**src/hw/rtl/smah_pkg.sv**
```systemverilog
// Package for the SIMD multiply-accumulate HI/LO core.
// Holds operation kinds and the queue entry type; no dependencies.
package smah_pkg;

  typedef enum logic [3:0] {
    KIND_MADD    = 4'd0,
    KIND_MADDU   = 4'd1,
    KIND_PHMADH  = 4'd2,
    KIND_PHMSBH  = 4'd3,
    KIND_PMADDH  = 4'd4,
    KIND_PMSUBH  = 4'd5,
    KIND_PMADDW  = 4'd6,
    KIND_PMADDUW = 4'd7,
    KIND_PMSUBW  = 4'd8
  } kind_e;

  typedef enum logic [2:0] {
    CLS_NONE,
    CLS_SCALAR,
    CLS_PAIR,
    CLS_LANE,
    CLS_WORD
  } cls_e;

  // Products form in the front; back part adds/subtracts into HI/LO.
  typedef struct packed {
    cls_e         cls;
    logic         sub;
    logic [255:0] prod32;  // eight 32-bit lane products
    logic [127:0] prod64;  // two 64-bit word products
  } op_t;

  localparam int unsigned FifoDepth = 2;

endpackage

```
**src/hw/rtl/smah_back.sv**
```systemverilog
// Back part: adds or subtracts products into HI/LO and registers the result.
// Depends on smah_pkg.
module smah_back (
  input  logic            clk_i,
  input  logic            rst_ni,
  input  logic            op_valid_i,
  output logic            op_ready_o,
  input  smah_pkg::op_t   op_i,
  output logic            res_valid_o,
  input  logic            res_ready_i,
  output logic [127:0]    rd_o,
  output logic            rd_high_written_o,
  output logic [127:0]    lo_o,
  output logic [127:0]    hi_o
);
  logic [127:0] lo_q, hi_q, lo_d, hi_d, rd_d, rd_q;
  logic         wr_d, wr_q, valid_q, fire;
  logic [63:0]  acc, sum;
  logic [31:0]  r, old;

  assign op_ready_o        = !valid_q || res_ready_i;
  assign fire              = op_valid_i && op_ready_o;
  assign res_valid_o       = valid_q;
  assign rd_o              = rd_q;
  assign rd_high_written_o = wr_q;
  assign lo_o              = lo_q;
  assign hi_o              = hi_q;

  always_comb begin
    lo_d = lo_q;
    hi_d = hi_q;
    rd_d = '0;
    wr_d = 1'b0;
    acc  = '0;
    sum  = '0;
    r    = '0;
    old  = '0;
    case (op_i.cls)
      smah_pkg::CLS_SCALAR, smah_pkg::CLS_WORD: begin
        for (int d = 0; d < 2; d++) begin
          if (op_i.cls == smah_pkg::CLS_WORD || d == 0) begin
            acc = {hi_q[64*d +: 32], lo_q[64*d +: 32]};
            sum = op_i.sub ? acc - op_i.prod64[64*d +: 64] : acc + op_i.prod64[64*d +: 64];
            lo_d[64*d +: 64] = {{32{sum[31]}}, sum[31:0]};
            hi_d[64*d +: 64] = {{32{sum[63]}}, sum[63:32]};
            rd_d[64*d +: 64] = sum;
          end
        end
        if (op_i.cls == smah_pkg::CLS_SCALAR) begin
          rd_d[63:0] = lo_d[63:0];
        end else begin
          wr_d = 1'b1;
        end
      end
      smah_pkg::CLS_PAIR: begin
        for (int p = 0; p < 4; p++) begin
          r = op_i.sub ? op_i.prod32[64*p+32 +: 32] - op_i.prod32[64*p +: 32]
                       : op_i.prod32[64*p+32 +: 32] + op_i.prod32[64*p +: 32];
          if (p[0]) hi_d[64*(p>>1) +: 32] = r;
          else      lo_d[64*(p>>1) +: 32] = r;
          rd_d[32*p +: 32] = r;
        end
        wr_d = 1'b1;
      end
      smah_pkg::CLS_LANE: begin
        for (int i = 0; i < 8; i++) begin
          old = i[1] ? hi_q[32*(i[0] | (i[2] << 1)) +: 32]
                     : lo_q[32*(i[0] | (i[2] << 1)) +: 32];
          r = op_i.sub ? old - op_i.prod32[32*i +: 32] : old + op_i.prod32[32*i +: 32];
          if (i[1]) hi_d[32*(i[0] | (i[2] << 1)) +: 32] = r;
          else      lo_d[32*(i[0] | (i[2] << 1)) +: 32] = r;
          if (!i[0]) rd_d[32*(i >> 1) +: 32] = r;
        end
        wr_d = 1'b1;
      end
      default: begin
        rd_d = '0;
      end
    endcase
  end

  always_ff @(posedge clk_i or negedge rst_ni) begin
    if (!rst_ni) begin
      valid_q <= 1'b0;
      lo_q    <= '0;
      hi_q    <= '0;
    end else begin
      if (op_ready_o) valid_q <= op_valid_i;
      if (fire) begin
        lo_q <= lo_d;
        hi_q <= hi_d;
      end
    end
  end

  always_ff @(posedge clk_i) begin
    if (fire) begin
      rd_q <= rd_d;
      wr_q <= wr_d;
    end
  end
endmodule

```
**config.mk**
```make
export PLATFORM = sky130hd
export DESIGN_NAME = smah_back
export DESIGN_NICKNAME = d
export VERILOG_FILES = /design/src/hw/rtl/smah_pkg.sv /design/src/hw/rtl/smah_back.sv
export SDC_FILE = /design/constraint.sdc
export NUM_CORES = 2
export LEC_CHECK = 0
export ABC_AREA = 1
export BUFFER_PORTS_ARGS = -buffer_cell sky130_fd_sc_hd__buf_2
export CAP_MARGIN = 20
export CORE_MARGIN = 4
export CORE_UTILIZATION = 30
export DETAILED_ROUTE_END_ITERATION = 16
export PLACE_DENSITY = 0.57
export SKIP_CTS_REPAIR_TIMING = 1
export SLEW_MARGIN = 20
export SYNTH_ARGS = -nofsm -noshare
export SYNTH_HDL_FRONTEND = slang
export SYNTH_SLANG_ARGS = --single-unit
```
**constraint.sdc**
```tcl
create_clock -name clk_i -period 4.14 [get_ports clk_i]
set_input_delay 0.828 -clock clk_i [delete_from_list [all_inputs] [get_ports clk_i]]
set_output_delay 0.828 -clock clk_i [all_outputs]
set_load 0.03 [all_outputs]
```
# Word level (Yosys, flattened, before mapping)
# Cells that the tools add are included.
dict set report word_totals {
  elab_cells 84
  output_inout_bits 387
  reg_bits 386
  in_bits 392
}
dict set report op_classes {
  eq_ne 5
  n_addsub 28
  n_mux 29
  reduce_logical 11
}
# op n
set ops {}
lappend ops {{32-bit adder} 12}
lappend ops {{32-bit 2-to-1 mux} 12}
lappend ops {{64-bit 2-to-1 mux} 6}
lappend ops {{128-bit one-hot mux with 3 select lines} 1}
lappend ops {{32-bit one-hot mux with 3 select lines} 4}
lappend ops {{32-bit subtractor} 12}
lappend ops {{32-bit one-hot mux with 2 select lines} 4}
lappend ops {{64-bit adder} 2}
lappend ops {{64-bit subtractor} 2}
lappend ops {{3-bit by 2-bit == test with 1-bit output, second input constant} 2}
lappend ops {{3-bit AND reduction} 2}
lappend ops {{2-bit AND reduction} 2}
lappend ops {{2-bit OR reduction} 2}
lappend ops {{3-bit by 1-bit == test with 1-bit output, second input constant} 1}
lappend ops {{3-bit == test, second input constant} 1}
lappend ops {{3-bit nonzero test} 1}
lappend ops {{2-bit != test, second input constant} 1}
lappend ops {{1-bit one-hot mux with 2 select lines} 1}
lappend ops {{2-bit nonzero test} 1}
lappend ops {{1-bit logical AND} 1}
lappend ops {{1-bit logical NOT} 1}
lappend ops {{1-bit logical OR} 1}
lappend ops {{1-bit 2-to-1 mux} 1}

# Longest topological paths before layout
dict set report depth {
  depth_word 4
  depth_mapped 32
  ltp_nobuf 31
}

# Worst setup path before layout
# OpenSTA, ideal clock, no wires.
dict set report synth_timing {
  kind {in2reg}
  from {in res_ready_i}
  to {reg lo_q[65], in the netlist lo_o[65]}
  path_slack_ps -928
  t_required_ps 4006
  t_arrival_ps 4934
  stages 9
  setup_ps 134
  path_cell_list {inv_1 -> nand2_1 -> nand2_1 -> inv_1 -> nand2_2 -> nor2_2 -> buf_2 -> buf_2 -> a31oi_1}
}
dict set report synth_via {
  elab_chain_cells 3
}
# element line
set synth_lines {}
lappend synth_lines {{from (decl)} smah_back.sv:10} ;# input logic res_ready_i,
lappend synth_lines {{1-bit logical OR} smah_back.sv:21} ;# assign op_ready_o = !valid_q || res_ready_i;
lappend synth_lines {{via op_ready_o} smah_back.sv:7} ;# output logic op_ready_o,
lappend synth_lines {{1-bit logical AND} smah_back.sv:22} ;# assign fire = op_valid_i && op_ready_o;
lappend synth_lines {{via fire} smah_back.sv:17} ;# logic wr_d, wr_q, valid_q, fire;
lappend synth_lines {{3-bit AND reduction (no line)} -}
lappend synth_lines {{to (signal assigned)} smah_back.sv:90} ;# lo_q <= lo_d;
lappend synth_lines {{to (decl)} smah_back.sv:16} ;# logic [127:0] lo_q, hi_q, lo_d, hi_d, rd_d, rd_q;
# The timed path passes the listed nets, and every way through them passes these cells.
# A chain may end at the register's enable or synchronous reset.

# Final worst setup path
dict set report layout_timing {
  from {in op_i[65] (netlist bit)}
  to {reg hi_q[127], in the netlist hi_o[127]}
}
dict set report layout_via {
  elab_chain_cells 4
  word_cells_on_any_way 5
  cone_classes {add/sub: 2; mux: 3}
}
# element line
set layout_lines {}
lappend layout_lines {{from (decl)} smah_back.sv:8} ;# input smah_pkg::op_t op_i,
lappend layout_lines {{64-bit adder / 64-bit subtractor (equally long branches)} smah_back.sv:43} ;# sum = op_i.sub ? acc - op_i.prod64[64*d +: 64] : acc + op_i.prod64[64*d +: 64];
lappend layout_lines {{64-bit 2-to-1 mux *} smah_back.sv:43}
lappend layout_lines {{64-bit 2-to-1 mux *} smah_back.sv:41} ;# if (op_i.cls == smah_pkg::CLS_WORD || d == 0) begin
lappend layout_lines {{32-bit one-hot mux with 2 select lines *} smah_back.sv:38} ;# case (op_i.cls)
lappend layout_lines {{to (signal assigned)} smah_back.sv:91} ;# hi_q <= hi_d;
lappend layout_lines {{to (decl)} smah_back.sv:16}
# Mark *: on every way between the ends. The rest lies on a longest branch, timed or not. The select of a mux whose other input is x is not followed.

==> key figures <==
Outcome
  – Status: finished with violations
  – Failing checks: setup timing

Critical path
  – Reg2reg start: lo_o[0]$_DFFE_PN0P_
  – Slowest stage delay, CP: 300 ps
  – Critical path launch point type: input port
  – Crit end category: register
  – Worst R2R Path Depth: 18
  – Worst Path Arrival: about 4800 ps
  – CP max stage cell: ha_1
  – Most used cell, CP: nand2_2
  – CP Launch Point: op_i[65]
  – CP Max Fanout: 8
  – WS Path Type: in2reg
  – Reg2reg setup slack: 830 ps
  – Reg-to-reg endpoint: rd_o[50]$_DFFE_PP_
  – WP data required: between 4000 and 5000 ps

STA
  – Fin crit period: between 4000 and 5000 ps
  – Max Slew Vio Count: 0
  – Tightest Pin Transition: approximately 1000 ps
  – Final setup violation count: 1
  – Layout Skew: 31.7 ps
  – Fmax: about 0.24 GHz
  – Final hold vios: 0
  – Relative slew slack: 30.7%
  – WHS: roughly 150 ps
  – RSZ-0062 raised after global routing: true
  – Final setup margin: -8.29 ps
  – Final Cycle Share: 100%

Logic synthesis
  – Avg Inst Size Synth: approximately 5.7 µm²
  – Area leader, netlist: nand2_1
  – Synth Flop Type: dfrtp_1
  – Top cells by area, synth: nand2_1 20%, dfrtp_1 11%, ha_1 10%
  – Ys async rst share: 66.6%
  – Synth Net Count: 11600
  – Post-Syn Area: 0.0611 mm²
  – Number of enable flip-flop cells after synthesis: between 100 and 150
  – Post-synthesis cell count: roughly 11000
  – Seq/Total Area, Yosys: between 15 and 20%
  – FF+latch count, synth: about 390
  – Distinct cells, synth: 52
  – Post-synth top area share: 20.1%
  – Synth warnings: 0

Clock network
  – Clk sinks: between 300 and 400
  – CTS HTree Levels: 2
  – CTS Buffer Depth: 3
  – CTS tree: yes
  – CTS buffer count: between 50 and 60
  – Clk root buf: clkbuf_16
  – Clk slew on worst S/H paths: ~70 ps
  – Worst-Skew Late Latency: ~730 ps

Placed design
  – Pre-CTS WS: -1220 ps
  – HPWL after detailed placement: ~300 mm
  – Dpl cell area: around 0.085 mm²
  – I/O Buffers: 778
  – Final Wtd Congestion: ~1

Cells and area
  – Cell area after layout: between 0.08 and 0.09 mm²
  – Share of cells above drive strength 1: between 20% and 30%
  – Area delta synth->final: 45.5%
  – Commonest non-fill, non-tap cells in the layout: 3163 x nand2_1, 2210 x buf_4, 1379 x inv_1
  – Most common cell after layout, fill and taps aside: nand2_1
  – Layout net count: about 14000

Pwr
  – Pwr Density: approximately 670 mW/mm²
  – Static Leakage: between 0.04 and 0.05 µW
  – Peak supply drop: 0.413 mV
  – Design Power: about 60000 µW

GRT
  – All-Layer GR Usage: 31.7%
  – Vias in the first global route: 77400
  – First-pass GRT wire length: 499 mm
  – Initial antenna violation count: 73
  – Pin count of the biggest net entering global routing: 130
  – Grt ovf: 0

Drt
  – Vias: roughly 83000
  – Post-DRT Antenna Nets: 0
  – Vias per cell: 5.07
  – Routed length per instance: ~22 µm
  – Iter 0 DRT Violations: approximately 7500
  – Router iterations before antenna repair: 8
  – Number of remaining DRC errors: 0
  – Total Wirelength: between 300 and 400 mm

Run
  – Max Cap Violations: 0

Floorplan
  – Die area: 0.211 mm²
  – Initial core utilization: 30.2%
  – DIE HEIGHT: around 460 µm
  – I/O pins: a little under 800
  – Die Wd: ~460 µm
  – Row Count: roughly 170
  – Core area: a little over 0.2 mm²

Worst hold path
  – Worst hold path type: in2async
-- stage by stage --
stage	TNS, ps	utilization, %	cells
CTS	-26180	42.9	16300
global route	-7200	43.9	16300
global placement	-216090	41.9	16200
finish	-8.29	44.0	16300
floorplan	0	-	10700
detailed placement	-223100	41.9	16200
-- worst max-delay path by stage --
stage / end / slack (ps)
6_report: hi_o[127]$_DFFE_PN0P_ / -8
5_1_grt: lo_o[117]$_DFFE_PN0P_ / -150
4_1_cts: lo_o[115]$_DFFE_PN0P_ / -470
3_5_place_dp: lo_o[119]$_DFFE_PN0P_ / -1220
3_3_place_gp: lo_o[119]$_DFFE_PN0P_ / -1180
2_1_floorplan: lo_o[104]$_DFFE_PN0P_ / 10
-- worst max-delay path: cells and delay by family --
family / cells / cell delay, ps
AND/OR/NAND/NOR: 22 / 2190
AO/OA/AOI/OAI: 2 / 350
adder cells (fa/ha/maj): 2 / 440
buffers and inverters: 6 / 750
XOR/XNOR: 1 / 170
-- layer usage --
metal	global-route usage (%)	vias to the layer above	share of wire [%]
met5	0	-	0.012
met4	15.2	6	5.9
met3	5.84	673	8.5
met2	49.5	3342	43
met1	42.0	38000	43
li1	-	40800	-
-- registers in the layout, summed over array words and instances, names as in the netlist --
| register | cells |
|---|---|
| rd_o | 128 |
| lo_o | 128 |
| hi_o | 128 |
| res_valid_o | 1 |
| rd_high_written_o | 1 |
-- layout make-up --
class,count,area (µm²)
Fill cell,22100,113000
Multi-Input combinational cell,8692,46600
Timing Repair Buffer,3026,21300
Sequential cell,386,10300
Inverter,1406,5320
Tap cell,2672,3340
Clock buffer,63,1490
Clock inverter,43,517
Antenna cell,48,120
-- power breakdown --
group	internal, µW	leakage (µW)	switching [µW]
logic	18500	0.0418	27700
clock network	3220	0.000965	2290
registers	5500	0.00423	2770
-- logic make-up after synthesis --
kind of cell / Yosys count / share of synthesized area [%]
and+or+nand+nor: 5977 / 40.5
AOI/OAI and AO/OA: 1757 / 15.7
buffers and inverters: 1579 / 9.79
adders and majority gates: 522 / 10.9
xor gates and xnor gates: 436 / 6.25
DFF: 386 / 16.9
-- Yosys cell counts, types with 20 or more instances --
cell / instances
nand2_1: 3280
inv_1: 1394
nor2_1: 1330
a21oi_1: 867
nand3_1: 795
o21ai_0: 572
ha_1: 508
xor2_1: 316
dfrtp_1: 257
nor3_1: 175
nand4_1: 149
edfxtp_1: 129
xnor2_1: 120
clkbuf_1: 110
nand3b_1: 102
o21bai_1: 68
or2_2: 62
nor4_1: 55
o21a_1: 44
a21o_1: 35
buf_2: 33
a31oi_1: 27
buf_1: 26
a21boi_0: 21
o31ai_1: 20
Power figures use the tool's default switching activity.
