## src/hw/rtl/smah_pkg.sv

```systemverilog
// Package for the SIMD multiply-accumulate HI/LO core.
// Holds operation kinds and the queue entry type; no dependencies.
package smah_pkg;

  typedef enum logic [3:0] {
    KIND_MADD    = 4'd0,
    KIND_MADDU   = 4'd1,
    KIND_PHMADH  = 4'd2,
    KIND_PHMSBH  = 4'd3,
    KIND_PMADDH  = 4'd4,
    KIND_PMSUBH  = 4'd5,
    KIND_PMADDW  = 4'd6,
    KIND_PMADDUW = 4'd7,
    KIND_PMSUBW  = 4'd8
  } kind_e;

  typedef enum logic [2:0] {
    CLS_NONE,
    CLS_SCALAR,
    CLS_PAIR,
    CLS_LANE,
    CLS_WORD
  } cls_e;

  // Products form in the front; back part adds/subtracts into HI/LO.
  typedef struct packed {
    cls_e         cls;
    logic         sub;
    logic [255:0] prod32;  // eight 32-bit lane products
    logic [127:0] prod64;  // two 64-bit word products
  } op_t;

  localparam int unsigned FifoDepth = 2;

endpackage

```

## src/hw/rtl/smah_fifo.sv

```systemverilog
// Short queue between front and back parts.
// Depends on smah_pkg.
module smah_fifo #(
  parameter int unsigned Depth = smah_pkg::FifoDepth
) (
  input  logic          clk_i,
  input  logic          rst_ni,
  input  logic          wr_valid_i,
  output logic          wr_ready_o,
  input  smah_pkg::op_t wr_data_i,
  output logic          rd_valid_o,
  input  logic          rd_ready_i,
  output smah_pkg::op_t rd_data_o
);
  localparam int unsigned AW = (Depth > 1) ? $clog2(Depth) : 1;
  smah_pkg::op_t          mem_q [Depth];
  logic [AW-1:0]          wp_q, rp_q;
  logic [$clog2(Depth+1)-1:0] cnt_q;
  logic                   wr, rd;

  assign wr_ready_o = cnt_q != ($clog2(Depth+1))'(Depth);
  assign rd_valid_o = cnt_q != '0;
  assign rd_data_o  = mem_q[rp_q];
  assign wr = wr_valid_i && wr_ready_o;
  assign rd = rd_valid_o && rd_ready_i;

  always_ff @(posedge clk_i or negedge rst_ni) begin
    if (!rst_ni) begin
      wp_q  <= '0;
      rp_q  <= '0;
      cnt_q <= '0;
    end else begin
      if (wr) wp_q <= (wp_q == AW'(Depth-1)) ? '0 : wp_q + 1'b1;
      if (rd) rp_q <= (rp_q == AW'(Depth-1)) ? '0 : rp_q + 1'b1;
      cnt_q <= cnt_q + (wr ? 1'b1 : 1'b0) - (rd ? 1'b1 : 1'b0);
    end
  end

  always_ff @(posedge clk_i) begin
    if (wr) mem_q[wp_q] <= wr_data_i;
  end
endmodule

```

## config.mk

```make
export PLATFORM = sky130hd
export DESIGN_NAME = smah_fifo
export DESIGN_NICKNAME = d
export VERILOG_FILES = /design/src/hw/rtl/smah_pkg.sv /design/src/hw/rtl/smah_fifo.sv
export SDC_FILE = /design/constraint.sdc
export NUM_CORES = 1
export LEC_CHECK = 0
export ABC_AREA = 1
export BUFFER_PORTS_ARGS = -buffer_cell sky130_fd_sc_hd__buf_4
export CAP_MARGIN = 20
export CORE_AREA = 4 4 299 301
export DETAILED_ROUTE_END_ITERATION = 8
export DIE_AREA = 0 0 303 305
export SETUP_SLACK_MARGIN = 0.15
export SYNTH_ARGS = -nofsm -noshare
export SYNTH_HDL_FRONTEND = slang
export SYNTH_SLANG_ARGS = --single-unit
```

## constraint.sdc

```tcl
create_clock -name clk_i -period 27.9 [get_ports clk_i]
set_input_delay 1.395 -clock clk_i [delete_from_list [all_inputs] [get_ports clk_i]]
set_output_delay 1.395 -clock clk_i [all_outputs]
set_load 0.01 [all_outputs]
```

Yosys cells after proc, flatten, opt, wreduce, memory -nomap -nowiden

Memories as Yosys holds them, arrays and structs flattened.
Index checks and enable logic that the tools add are counted.

Output and inout port bits: 390
Memories kept: 1
Input bits: 392
RAM bits: 776
Register bits after elaboration: 4

Reductions and logical operators: 3
Equality and inequality tests: 1
$add $sub $neg: 4
Mux-type cells: 6

Memory list:

| name  | depth | bits a word | read ports | clocked after Yosys merged registers in | wr ports | RTL line        | source |
|---|---|---|---|---|---|---|---|
| mem_q | 2     | 388         | 1          | 0                                       | 1        | smah_fifo.sv:16 | `smah_pkg::op_t mem_q [Depth];` |

Operators with widths:

| kind                  | count |
|---|---|
| $mux W1               | 6 |
| $add A1 B1 Y1 const B | 2 |
| $add A2 B1 Y2         | 1 |
| $logic_and A1 B1 Y1   | 2 |
| $ne A2 B2 Y1 const B  | 1 |
| $reduce_bool A2 Y1    | 1 |
| $sub A2 B1 Y2         | 1 |

Logic depth before layout (Yosys ltp)

Gate-level depths: netlist of run 1.

Depth after elaboration: 5
Gate-level depth with buffers: 12
Mapped depth without buffers: 12

Worst setup path before layout of run 1

OpenSTA, ideal clock, no wires.

Kind: input -> register
Start: in wr_valid_i
End: mem mem_q[1][0] in the netlist's numbering, enable pin
Setup time: 1.148 ns
Required time: 26.752 ns
Cell stages on the path: 2
Path slack: 9.174 ns
Data arrival time: 17.577 ns
Cells stage by stage: nand2_1 nor2_1

Cells in the longest elaborated chain, start to end: 3

RTL lines:

| element                       | RTL line        | source |
|---|---|---|
| start, declared               | smah_fifo.sv:8  | `input logic wr_valid_i,` |
| $logic_and A1 B1 Y1           | smah_fifo.sv:24 | `assign wr = wr_valid_i && wr_ready_o;` |
| $mux W1                       | smah_fifo.sv:40 | `if (wr) mem_q[wp_q] <= wr_data_i;` |
| $mux W1 (not written as such) | smah_fifo.sv:40 |  |
| end, declared                 | smah_fifo.sv:16 |  |

Every way passes these cells.

==> flow_summary.json, run 1 <==
{
  "synth_mux_area_share_pct": 0,
  "area_growth_syn_to_layout_pct": 33.60,
  "r2r-start": "cnt_q[1]",
  "startpoint": "rp_q",
  "synth-adder-area-share_pct": 0.04388,
  "syn_nets": 2451,
  "die_w_um": 303,
  "crit_type": "flip-flop to primary output",
  "drt_iter0_drc": 1029,
  "cp_max_fo": 159,
  "io_pins": 782,
  "synth_xor_area_share_pct": 0.03072,
  "root_buffer": "clkbuf_16",
  "dpl.hpwl_um": 50820,
  "drv_slew": 0,
  "fin_ws_ns": 22.11,
  "wl_per_cell_um": 18.41,
  "drv_cap": 0,
  "slew-limit-headroom_pct": 26.82,
  "worst_setup_path_start_kind": "flip-flop",
  "synthSimpleGateAreaFrac_pct": 15.54,
  "multiInputGateArea_um2": 4478,
  "die_area_um2": 92420,
  "core_area_um2": 86620,
  "rsz0062_at_grt": "no",
  "post_cts_resized": 0,
  "status": "finished clean",
  "vias": 17700,
  "die_h_um": 305,
  "cts_tree": "built",
  "p_leak_nw": 15.95,
  "ant_nets": 0,
  "insertion_delay_ns": 0.62,
  "clockPowerShare_pct": 25.6,
  "cts.sinks": 780,
  "grt_pass1_vias": 17210,
  "required_ns": 26.50,
  "synth_compound_area_share_pct": 0.03510,
  "critical_path_arrival_ns": 4.40,
  "synth_top_family_by_area": "simple AND/OR/NAND/NOR gates",
  "viasPerCell": 4.332,
  "fin_util_pct": 43.98,
  "fin_skew_ns": 0.03688,
  "nets": 3252,
  "yosys_warnings": 0,
  "ctsLongestPathBuffers": 3,
  "hold_viol": 0,
  "setup_viol": 0,
  "hold_class": "primary input to asynchronous set/reset pin",
  "register_area_um2": 23410,
  "fillCellCount": 7841,
  "period_share_pct": 20.75,
  "netSwitchingPower_w": 0.001412,
  "period_needed_ns": 5.790,
  "gr-usage-all-layers_pct": 15.49,
  "fin_area_um2": 38090,
  "synth_area_um2": 28510,
  "place_area_um2": 35380,
  "p_comb_share_pct": 34.4,
  "pwr_density_cell_nw_per_um2": 109.5,
  "antenna_found_initial": 11,
  "fin_setup_tns_ns": 0,
  "clk_pin_slew_ns": 0.06,
  "syn_inst": 2058,
  "avgSynthCellArea_um2": 13.86,
  "dr.pass1.iters": 4,
  "pwr-share-seq_pct": 40.0,
  "cts_hold_buf": 0,
  "drive_above_1_share_pct": 31.55,
  "worst_ir_drop_vdd_uv": 71.38,
  "netSwitchingFraction_pct": 33.84,
  "ys_seq_elements": 780,
  "dp_worst_setup_slack_ns": 22.14,
  "cts_buffers": 84,
  "worst_pin_slew_ns": 1.098,
  "overflow": 0,
  "ys_types": 15,
  "crit_path_end_kind": "primary output",
  "holdWs_ns": 0.5545,
  "power.internal_w": 0.002761,
  "post-cts-setup-buffer-count": 0,
  "grt_max_degree": 160,
  "wl_um": 75220,
  "routabilityCongestion": 0.8032,
  "drc": 0,
  "rows": 108,
  "initial_core_util_pct": 32.92,
  "fmax_mhz": 172.7,
  "cts.htree.levels": 3,
  "grt_first_pass_wirelength_um": 107600,
  "yosysSeqAreaShare_pct": 82.07,
  "portBuffers": 781
}
==> power groups by stage <==
stage / registers [W] / logic (W) / clock network [W]
final: 0.00167 / 0.00144 / 0.00107
after global routing: 0.00169 / 0.00157 / 0.00115
after floorplan: 0.00186 / 0.000732 / 0
after detailed placement: 0.00169 / 0.00147 / 0
after global placement: 0.00169 / 0.00147 / 0
after CTS: 0.00167 / 0.00147 / 0.00110
==> layout by cell type, fill, tap and decap left out <==
master / Yosys / routed
nand2_1: 1173 / 1173
buf_4: 18 / 801
edfxtp_1: 776 / 776
clkbuf_16: 0 / 84
clkinv_1: 0 / 21
clkinv_2: 0 / 13
clkbuf_1: 1 / 11
diode_2: 0 / 8
inv_1: 7 / 7
bufinv_16: 0 / 6
clkinv_16: 0 / 4
nor2_1: 5 / 3
inv_6: 0 / 3
clkbuf_8: 0 / 3
clkinvlp_4: 0 / 3
dfrtp_1: 4 / 3
nand3_1: 2 / 2
nor2_4: 0 / 2
inv_8: 0 / 1
o21ai_0: 1 / 1
a21oi_1: 1 / 1
xor2_1: 1 / 1
ha_1: 1 / 1
clkinv_8: 0 / 1
dfrtp_4: 0 / 1
==> area by class of cell <==
type / instances / area share [%]
Sequential cell: 780 / 61.44
Timing Repair Buffer: 801 / 15.79
Multi-Input combinational cell: 1184 / 11.76
Clock buffer: 98 / 5.735
Tap cell: 1155 / 3.794
Clock inverter: 51 / 1.337
Inverter: 8 / 0.09854
Antenna cell: 8 / 0.05255
==> sequential cells by signal (all words and copies together), names as in the netlist <==
name	cells
mem_q	776
cnt_q	2
rp_q	1
wp_q	1
==> cells in the mapped netlist <==
cell type | n | area share, %
a21oi_1 | 1 | 0.018
clkbuf_1 | 1 | 0.013
buf_6 | 23 | 0.91
dfrtp_1 | 4 | 0.35
nand2_1 | 1173 | 15
nand3_1 | 2 | 0.035
buf_2 | 44 | 0.77
nor2_1 | 5 | 0.066
inv_2 | 1 | 0.013
inv_1 | 7 | 0.092
edfxtp_1 | 776 | 82
xor2_1 | 1 | 0.031
buf_4 | 18 | 0.47
ha_1 | 1 | 0.044
o21ai_0 | 1 | 0.018
==> metal layers <==
metal  up-vias  routed length (um)  global-route usage (%)
met5         -                  41                       0
met4         6                2671                   5.965
met3       153                6418                   4.976
met2       579               38820                   27.38
met1      8375               27270                   17.30
li1       8584                   -                       -
==> worst max-delay path: stages, from the launching register on <==
cell and delay (ns):
dfrtp_4 0.72, inv_8 0.72, buf_4 0.88, buf_4 0.84, nand2_1 0.12, nand2_1 0.11, buf_4 0.12
==> path summary, 6_finish.rpt <==
kind	end	slack, ns	cells past startpoint
min in group clk_i	cnt_q[0]	0.56	1
max in group asynchronous	rp_q	27.23	1
min	cnt_q[0]	0.55	1
max	rd_data_o[116]	22.11	6
min reg2reg	cnt_q[0]	0.56	1
max reg2reg	mem_q[0][223]	23.07	7
==> metrics by stage <==
stage,power (W),cells
after global placement,0.003159,3928
after floorplan,0.002592,2058
after global routing,0.004415,4083
after detailed placement,0.003165,3928
final,0.004173,4085
after CTS,0.004246,4077
==> logic make-up after synthesis <==
logic type | count (synthesis)
and+or+nand+nor | 1180
DFF | 780
buffers and inverters | 94
AOI/OAI and AO/OA | 2
xor gates and xnor gates | 1
adders and majority gates | 1
Power figures use the tool's default switching activity.
==> run 2, diff against run 1 <==
--- a/config.mk
+++ b/config.mk
@@ -8,9 +8,9 @@
 export ABC_AREA = 1
 export BUFFER_PORTS_ARGS = -buffer_cell sky130_fd_sc_hd__buf_4
 export CAP_MARGIN = 20
-export CORE_AREA = 4 4 299 301
+export CORE_AREA = 4 4 300 302
 export DETAILED_ROUTE_END_ITERATION = 8
-export DIE_AREA = 0 0 303 305
+export DIE_AREA = 0 0 304 306
 export SETUP_SLACK_MARGIN = 0.15
 export SYNTH_ARGS = -nofsm -noshare
 export SYNTH_HDL_FRONTEND = slang
==> constraint.sdc (replaced) <==
create_clock -name clk_i -period 4.8 [get_ports clk_i]
set_input_delay 0.24 -clock clk_i [delete_from_list [all_inputs] [get_ports clk_i]]
set_output_delay 0.24 -clock clk_i [all_outputs]
set_load 0.01 [all_outputs]
==> flow_summary.json, run 2 (synthesis results as in run 1) <==
{
  "dp_worst_setup_slack_ns": 2.174,
  "slew-limit-headroom_pct": 28.17,
  "ff2ff_path_depth": 5,
  "wl_per_cell_um": 17.18,
  "fillCellCount": 7609,
  "viasPerCell": 4.313,
  "ctsLongestPathBuffers": 3,
  "wl_um": 77320,
  "p_leak_nw": 17.63,
  "cts_buffers": 83,
  "worst_ir_drop_vdd_uv": 419.0,
  "ant_nets": 0,
  "hold_start": "wr_data_i[209]",
  "cp_max_fo": 123,
  "dpl.hpwl_um": 51000,
  "nets": 3654,
  "r2r-end": "mem_q[1][233]",
  "rows": 109,
  "period_needed_ns": 3.242,
  "drc": 0,
  "drive_above_1_share_pct": 27.80,
  "register_area_um2": 23410,
  "grt_first_pass_wirelength_um": 116300,
  "dr.pass1.iters": 5,
  "largest_reg_flops": 776,
  "worstHoldEndpoint": "mem_q[1][209]",
  "area_growth_syn_to_layout_pct": 47.73,
  "fin_skew_ns": 0.01438,
  "post_cts_resized": 0,
  "min_path_cells": 2,
  "period_share_pct": 67.54,
  "overflow": 0,
  "design_power_total_w": 0.02444,
  "core_area_um2": 87690,
  "root_buffer": "clkbuf_16",
  "cts.sinks": 780,
  "top_register": "mem_q",
  "cts.htree.levels": 3,
  "fin_ws_ns": 1.558,
  "worst_setup_path_start_kind": "flip-flop",
  "insertion_delay_ns": 0.61,
  "most-common-layout-cells": "1,171 x nand2_1, 801 x buf_4, 776 x edfxtp_1",
  "vias": 19410,
  "initial_core_util_pct": 32.52,
  "drv_slew": 0,
  "fmax_mhz": 308.5,
  "die_area_um2": 93020,
  "r2r-start": "cnt_q[1]",
  "drt_iter0_drc": 1042,
  "antenna_found_initial": 8,
  "die_h_um": 306,
  "multiInputGateArea_um2": 4488,
  "critical_path_arrival_ns": 3.00,
  "clk_pin_slew_ns": 0.06,
  "rsz0062_at_grt": "no",
  "setup_viol": 0,
  "grt_pass1_vias": 20120,
  "crit_path_end_kind": "primary output",
  "portBuffers": 781,
  "hold_class": "primary input to flip-flop",
  "crit_type": "flip-flop to primary output",
  "cts_tree": "built",
  "top_regs": "mem_q x776, cnt_q x2",
  "io_pins": 782,
  "die_w_um": 304,
  "layout_commonest_cell": "nand2_1",
  "worst_pin_slew_ns": 1.077,
  "drv_cap": 0,
  "hold_viol": 0,
  "routabilityCongestion": 0.8246,
  "required_ns": 4.56,
  "rrSetupSlack_ns": 2.39,
  "gr-usage-all-layers_pct": 16.07,
  "holdWs_ns": 0.3426,
  "status": "finished clean",
  "grt_max_degree": 172,
  "pwr_density_cell_nw_per_um2": 580.3
}
==> run 2: changes by cell type in the layout (fill, tap and decap cells not counted), sizes merged <==
cell and change:
buf +11, bufinv -3, clkbuf +8, clkinv +2, clkinvlp -1, diode -4
dlygate4sd3 +392
==> run 2: worst max-delay path, cell delays in order, from the launching register on <==
cell and delay [ns]:
dfrtp_4 0.76, inv_8 0.67, buf_12 0.37, nand2_1 0.09, nand2_1 0.13, buf_4 0.14
==> run 2: routing by layer <==
layer	routed length, um	share of wire [%]	vias up	track usage (%)
met4	2924	3.8	2	6.779
met3	6275	8.1	152	5.146
li1	-	-	9382	-
met5	13	0.017	-	0
met2	39610	51	678	28.45
met1	28500	37	9194	17.87
==> run 2: worst max path at each step <==
stage | from | endpoint | cells after the start
floorplan | cnt_q[0] | mem_q[1][0] | 4
global placement | rp_q | rd_data_o[100] | 5
detailed placement | rp_q | rd_data_o[100] | 5
CTS | rp_q | rd_data_o[100] | 5
global route | rp_q | rd_data_o[132] | 5
finish | rp_q | rd_data_o[55] | 5
==> run 2: cell type report <==
type	instances	area share (%)
Sequential cell	780	55.56
Clock inverter	49	0.8079
Tap cell	1165	3.460
Timing Repair Buffer	1204	24.11
Antenna cell	4	0.02376
Multi-Input combinational cell	1184	10.65
Inverter	8	0.08911
Clock buffer	106	5.287
==> run 2: through the flow <==
| stage | std cells | instance area [um^2] | setup TNS [ns] | util, % |
|---|---|---|---|---|
| global placement | 3949 | 35620 | 0 | 40.62 |
| finish | 4500 | 42120 | 0 | 48.04 |
| floorplan | 2058 | 28540 | -1545.64 | - |
| CTS | 4496 | 42110 | 0 | 48.02 |
| global route | 4498 | 42120 | 0 | 48.03 |
| detailed placement | 3949 | 35620 | 0 | 40.62 |
==> run 2: power breakdown <==
part | switching (W) | internal (W) | leakage (nW)
Combinational | 0.00530 | 0.00348 | 9.13
Clock | 0.00253 | 0.00345 | 1.25
Sequential | 0.000402 | 0.00928 | 7.26
Total | 0.00823 | 0.0162 | 17.6
==> run 2: what timing repair did <==
item / 4_1_cts / 5_1_grt
setup endpoints to repair: 0 / 0
endpoints found under the hold margin: 783 / 0
buffers inserted: 0 / 0
hold buffers: 392 / 0
==> run 3, diff against run 2 <==
--- a/config.mk
+++ b/config.mk
@@ -5,12 +5,12 @@
 export SDC_FILE = /design/constraint.sdc
 export NUM_CORES = 1
 export LEC_CHECK = 0
-export ABC_AREA = 1
+export ABC_AREA = 0
 export BUFFER_PORTS_ARGS = -buffer_cell sky130_fd_sc_hd__buf_4
 export CAP_MARGIN = 20
-export CORE_AREA = 4 4 300 302
+export CORE_AREA = 4 4 304 306
 export DETAILED_ROUTE_END_ITERATION = 8
-export DIE_AREA = 0 0 304 306
+export DIE_AREA = 0 0 308 310
 export SETUP_SLACK_MARGIN = 0.15
 export SYNTH_ARGS = -nofsm -noshare
 export SYNTH_HDL_FRONTEND = slang
==> constraint.sdc (replaced) <==
create_clock -name clk_i -period 3.3 [get_ports clk_i]
set_input_delay 0.165 -clock clk_i [delete_from_list [all_inputs] [get_ports clk_i]]
set_output_delay 0.165 -clock clk_i [all_outputs]
set_load 0.01 [all_outputs]
==> flow_summary.json, run 3 <==
{
  "top_regs": "mem_q x776, cnt_q x2",
  "cp_max_fo": 42,
  "die_h_um": 310,
  "synth_common_cells": "776 x edfxtp_1, 300 x mux2_4, 88 x mux2_2, 24 x buf_6, 10 x buf_8",
  "grt_max_degree": 95,
  "ff2ff_path_depth": 5,
  "gr-usage-all-layers_pct": 15.17,
  "cts_tree": "built",
  "initial_core_util_pct": 32.91,
  "post-cts-setup-buffer-count": 0,
  "drc": 0,
  "yosysMostFrequentCell": "edfxtp_1",
  "cp_slowest_cell": "dfrtp_4",
  "clk_pin_slew_ns": 0.06,
  "synth_area_um2": 29480,
  "top_register": "mem_q",
  "rsz0062_at_grt": "no",
  "worst_ir_drop_vdd_uv": 553.6,
  "hold_class": "primary input to flip-flop",
  "drv_slew": 0,
  "slowest_delay_ns": 0.68,
  "dpl.hpwl_um": 53360,
  "async_flop_share_pct": 0.5128,
  "critPathTopFamily": "buffers and inverters",
  "rows": 110,
  "synth_edf_count": 776,
  "core_area_um2": 89600,
  "wl_per_cell_um": 20.33,
  "hold_viol": 0,
  "insertion_delay_ns": 0.62,
  "syn_inst": 1229,
  "synth_top_area_cell": "edfxtp_1",
  "period_share_pct": 80.06,
  "routabilityCongestion": 0.8258,
  "overflow": 0,
  "drive_above_1_share_pct": 52.08,
  "fmax_mhz": 378.5,
  "required_ns": 3.13,
  "period_needed_ns": 2.642,
  "worst_pin_slew_ns": 0.6186,
  "setup_viol": 0,
  "design_power_total_w": 0.03578,
  "hold_start": "wr_data_i[31]",
  "yosysTopAreaCellShare_pct": 79.03,
  "holdWs_ns": 0.2644,
  "syn_nets": 1622,
  "crit_path_end_kind": "primary output",
  "worst_setup_path_start_kind": "flip-flop",
  "vias": 16330,
  "r2r-end": "mem_q[0][151]",
  "fillCellCount": 7385,
  "dr.pass1.iters": 4,
  "drv_cap": 0,
  "critPathBufInv": 3,
  "pwr_density_cell_nw_per_um2": 824.9,
  "nets": 2878,
  "yosysSeqAreaShare_pct": 79.37,
  "crit_chain": "buf_12 -> buf_12 -> mux2_4 -> buf_4",
  "largest_reg_flops": 776,
  "cpMostUsedCell": "buf_12",
  "layout_commonest_cell": "buf_4",
  "synth_ff_type": "edfxtp_1",
  "yosys_warnings": 0,
  "root_buffer": "clkbuf_16",
  "io_pins": 782,
  "die_area_um2": 95480,
  "worstHoldEndpoint": "mem_q[0][31]",
  "wl_um": 75910,
  "multiInputGateArea_um2": 5642,
  "viasPerCell": 4.373,
  "startpoint": "rp_q",
  "ys_seq_elements": 780,
  "rrSetupSlack_ns": 1.20,
  "antenna_found_initial": 5,
  "cts.htree.levels": 3,
  "synth.area.top_cells": "edfxtp_1 79%, mux2_4 15%, mux2_2 3.4%",
  "critical_path_arrival_ns": 2.48,
  "p_leak_nw": 17.03,
  "cts.sinks": 780,
  "grt_first_pass_wirelength_um": 109800,
  "cts_buffers": 81,
  "ant_nets": 0,
  "die_w_um": 308,
  "ctsLongestPathBuffers": 3,
  "status": "finished clean",
  "crit_type": "flip-flop to primary output",
  "slew-limit-headroom_pct": 58.76,
  "area_growth_syn_to_layout_pct": 47.12,
  "fin_skew_ns": 0.01519,
  "register_area_um2": 23410,
  "grt_pass1_vias": 18100,
  "min_path_cells": 2,
  "r2r-start": "cnt_q[0]",
  "avgSynthCellArea_um2": 23.99,
  "portBuffers": 781,
  "most-common-layout-cells": "807 x buf_4, 776 x edfxtp_1, 392 x dlygate4sd3_1",
  "drt_iter0_drc": 724,
  "ys_types": 21
}
[run 3: changes by cell type after synthesis, moves of 3 or more]
cell	delta
buf_2	-36
inv_1	-7
nand2_1	-1171
buf_4	-17
mux2_4	+300
mux2_2	+88
xnor2_1	+3
buf_8	+10
[run 3: stage by stage]
step | utilization, % | area (um^2) | std cells | TNS (ns) | setup WS, ns
after floorplan | - | 29510 | 1229 | -2303.34 | -3.489
after global placement | 41.20 | 36920 | 3186 | 0 | 1.335
after detailed placement | 41.20 | 36920 | 3186 | 0 | 1.258
after CTS | 48.39 | 43360 | 3726 | 0 | 0.5738
after global routing | 48.40 | 43370 | 3730 | 0 | 0.5254
final | 48.42 | 43380 | 3734 | 0 | 0.6579
[run 3: cells by family (layout without fill, tap and decap cells)]
logic type,count (synthesis),count (layout),share of synthesized area [%]
flip-flops,780,780,79.37
adder cells (fa/ha/maj),1,1,0.04243
XOR/XNOR,3,3,0.08913
multiplexers,388,388,18.64
other,0,8,0
AND/OR/NAND/NOR,10,10,0.1655
AO/OA/AOI/OAI,4,4,0.1061
buffers and inverters,43,1364,1.587
[run 3: worst reg2reg max path: stages, from the launching register on]
cell and delay, ns:
dfrtp_1 0.46, nand2b_4 0.20, nand2_4 0.06, nor2_4 0.17, buf_12 0.25, buf_12 0.45
[run 3: final cells by class]
class,instances,area share (%)
diodes,8,0.04615
clock buffers,100,4.860
clock inverters,48,0.9432
multi-input cells,406,13.01
flip-flops and latches,780,53.96
well taps,1176,3.392
repair buffers,1216,23.80
[run 3: metal layers]
layer / global-route usage [%] / part of all wire [%] / up-vias
met3: 4.969 / 8.3 / 135
li1: - / - / 7457
met2: 27.48 / 52 / 633
met4: 5.918 / 3.3 / 0
met5: 0 / 0 / -
met1: 16.50 / 36 / 8103
[run 3: where the power goes]
group          leakage [nW]  switching, W  internal, W
sequential             7.27      0.000608       0.0135
clock                  1.23       0.00374      0.00490
combinational          8.53       0.00613      0.00688
total                  17.0        0.0105       0.0253
[run 3: worst max-delay path by stage]
stage                           to  slack [ns]  cells past startpoint
CTS                 rd_data_o[100]        0.57                      4
global route        rd_data_o[322]        0.53                      4
floorplan              mem_q[0][0]       -3.49                      3
global placement      mem_q[0][99]        1.33                      5
detailed placement   mem_q[0][152]        1.26                      5
finish              rd_data_o[322]        0.66                      4
[run 3: repair_timing]
item,4_1_cts,5_1_grt
endpoints found under the hold margin,784,0
hold buffers,392,0
resized for setup,0,0
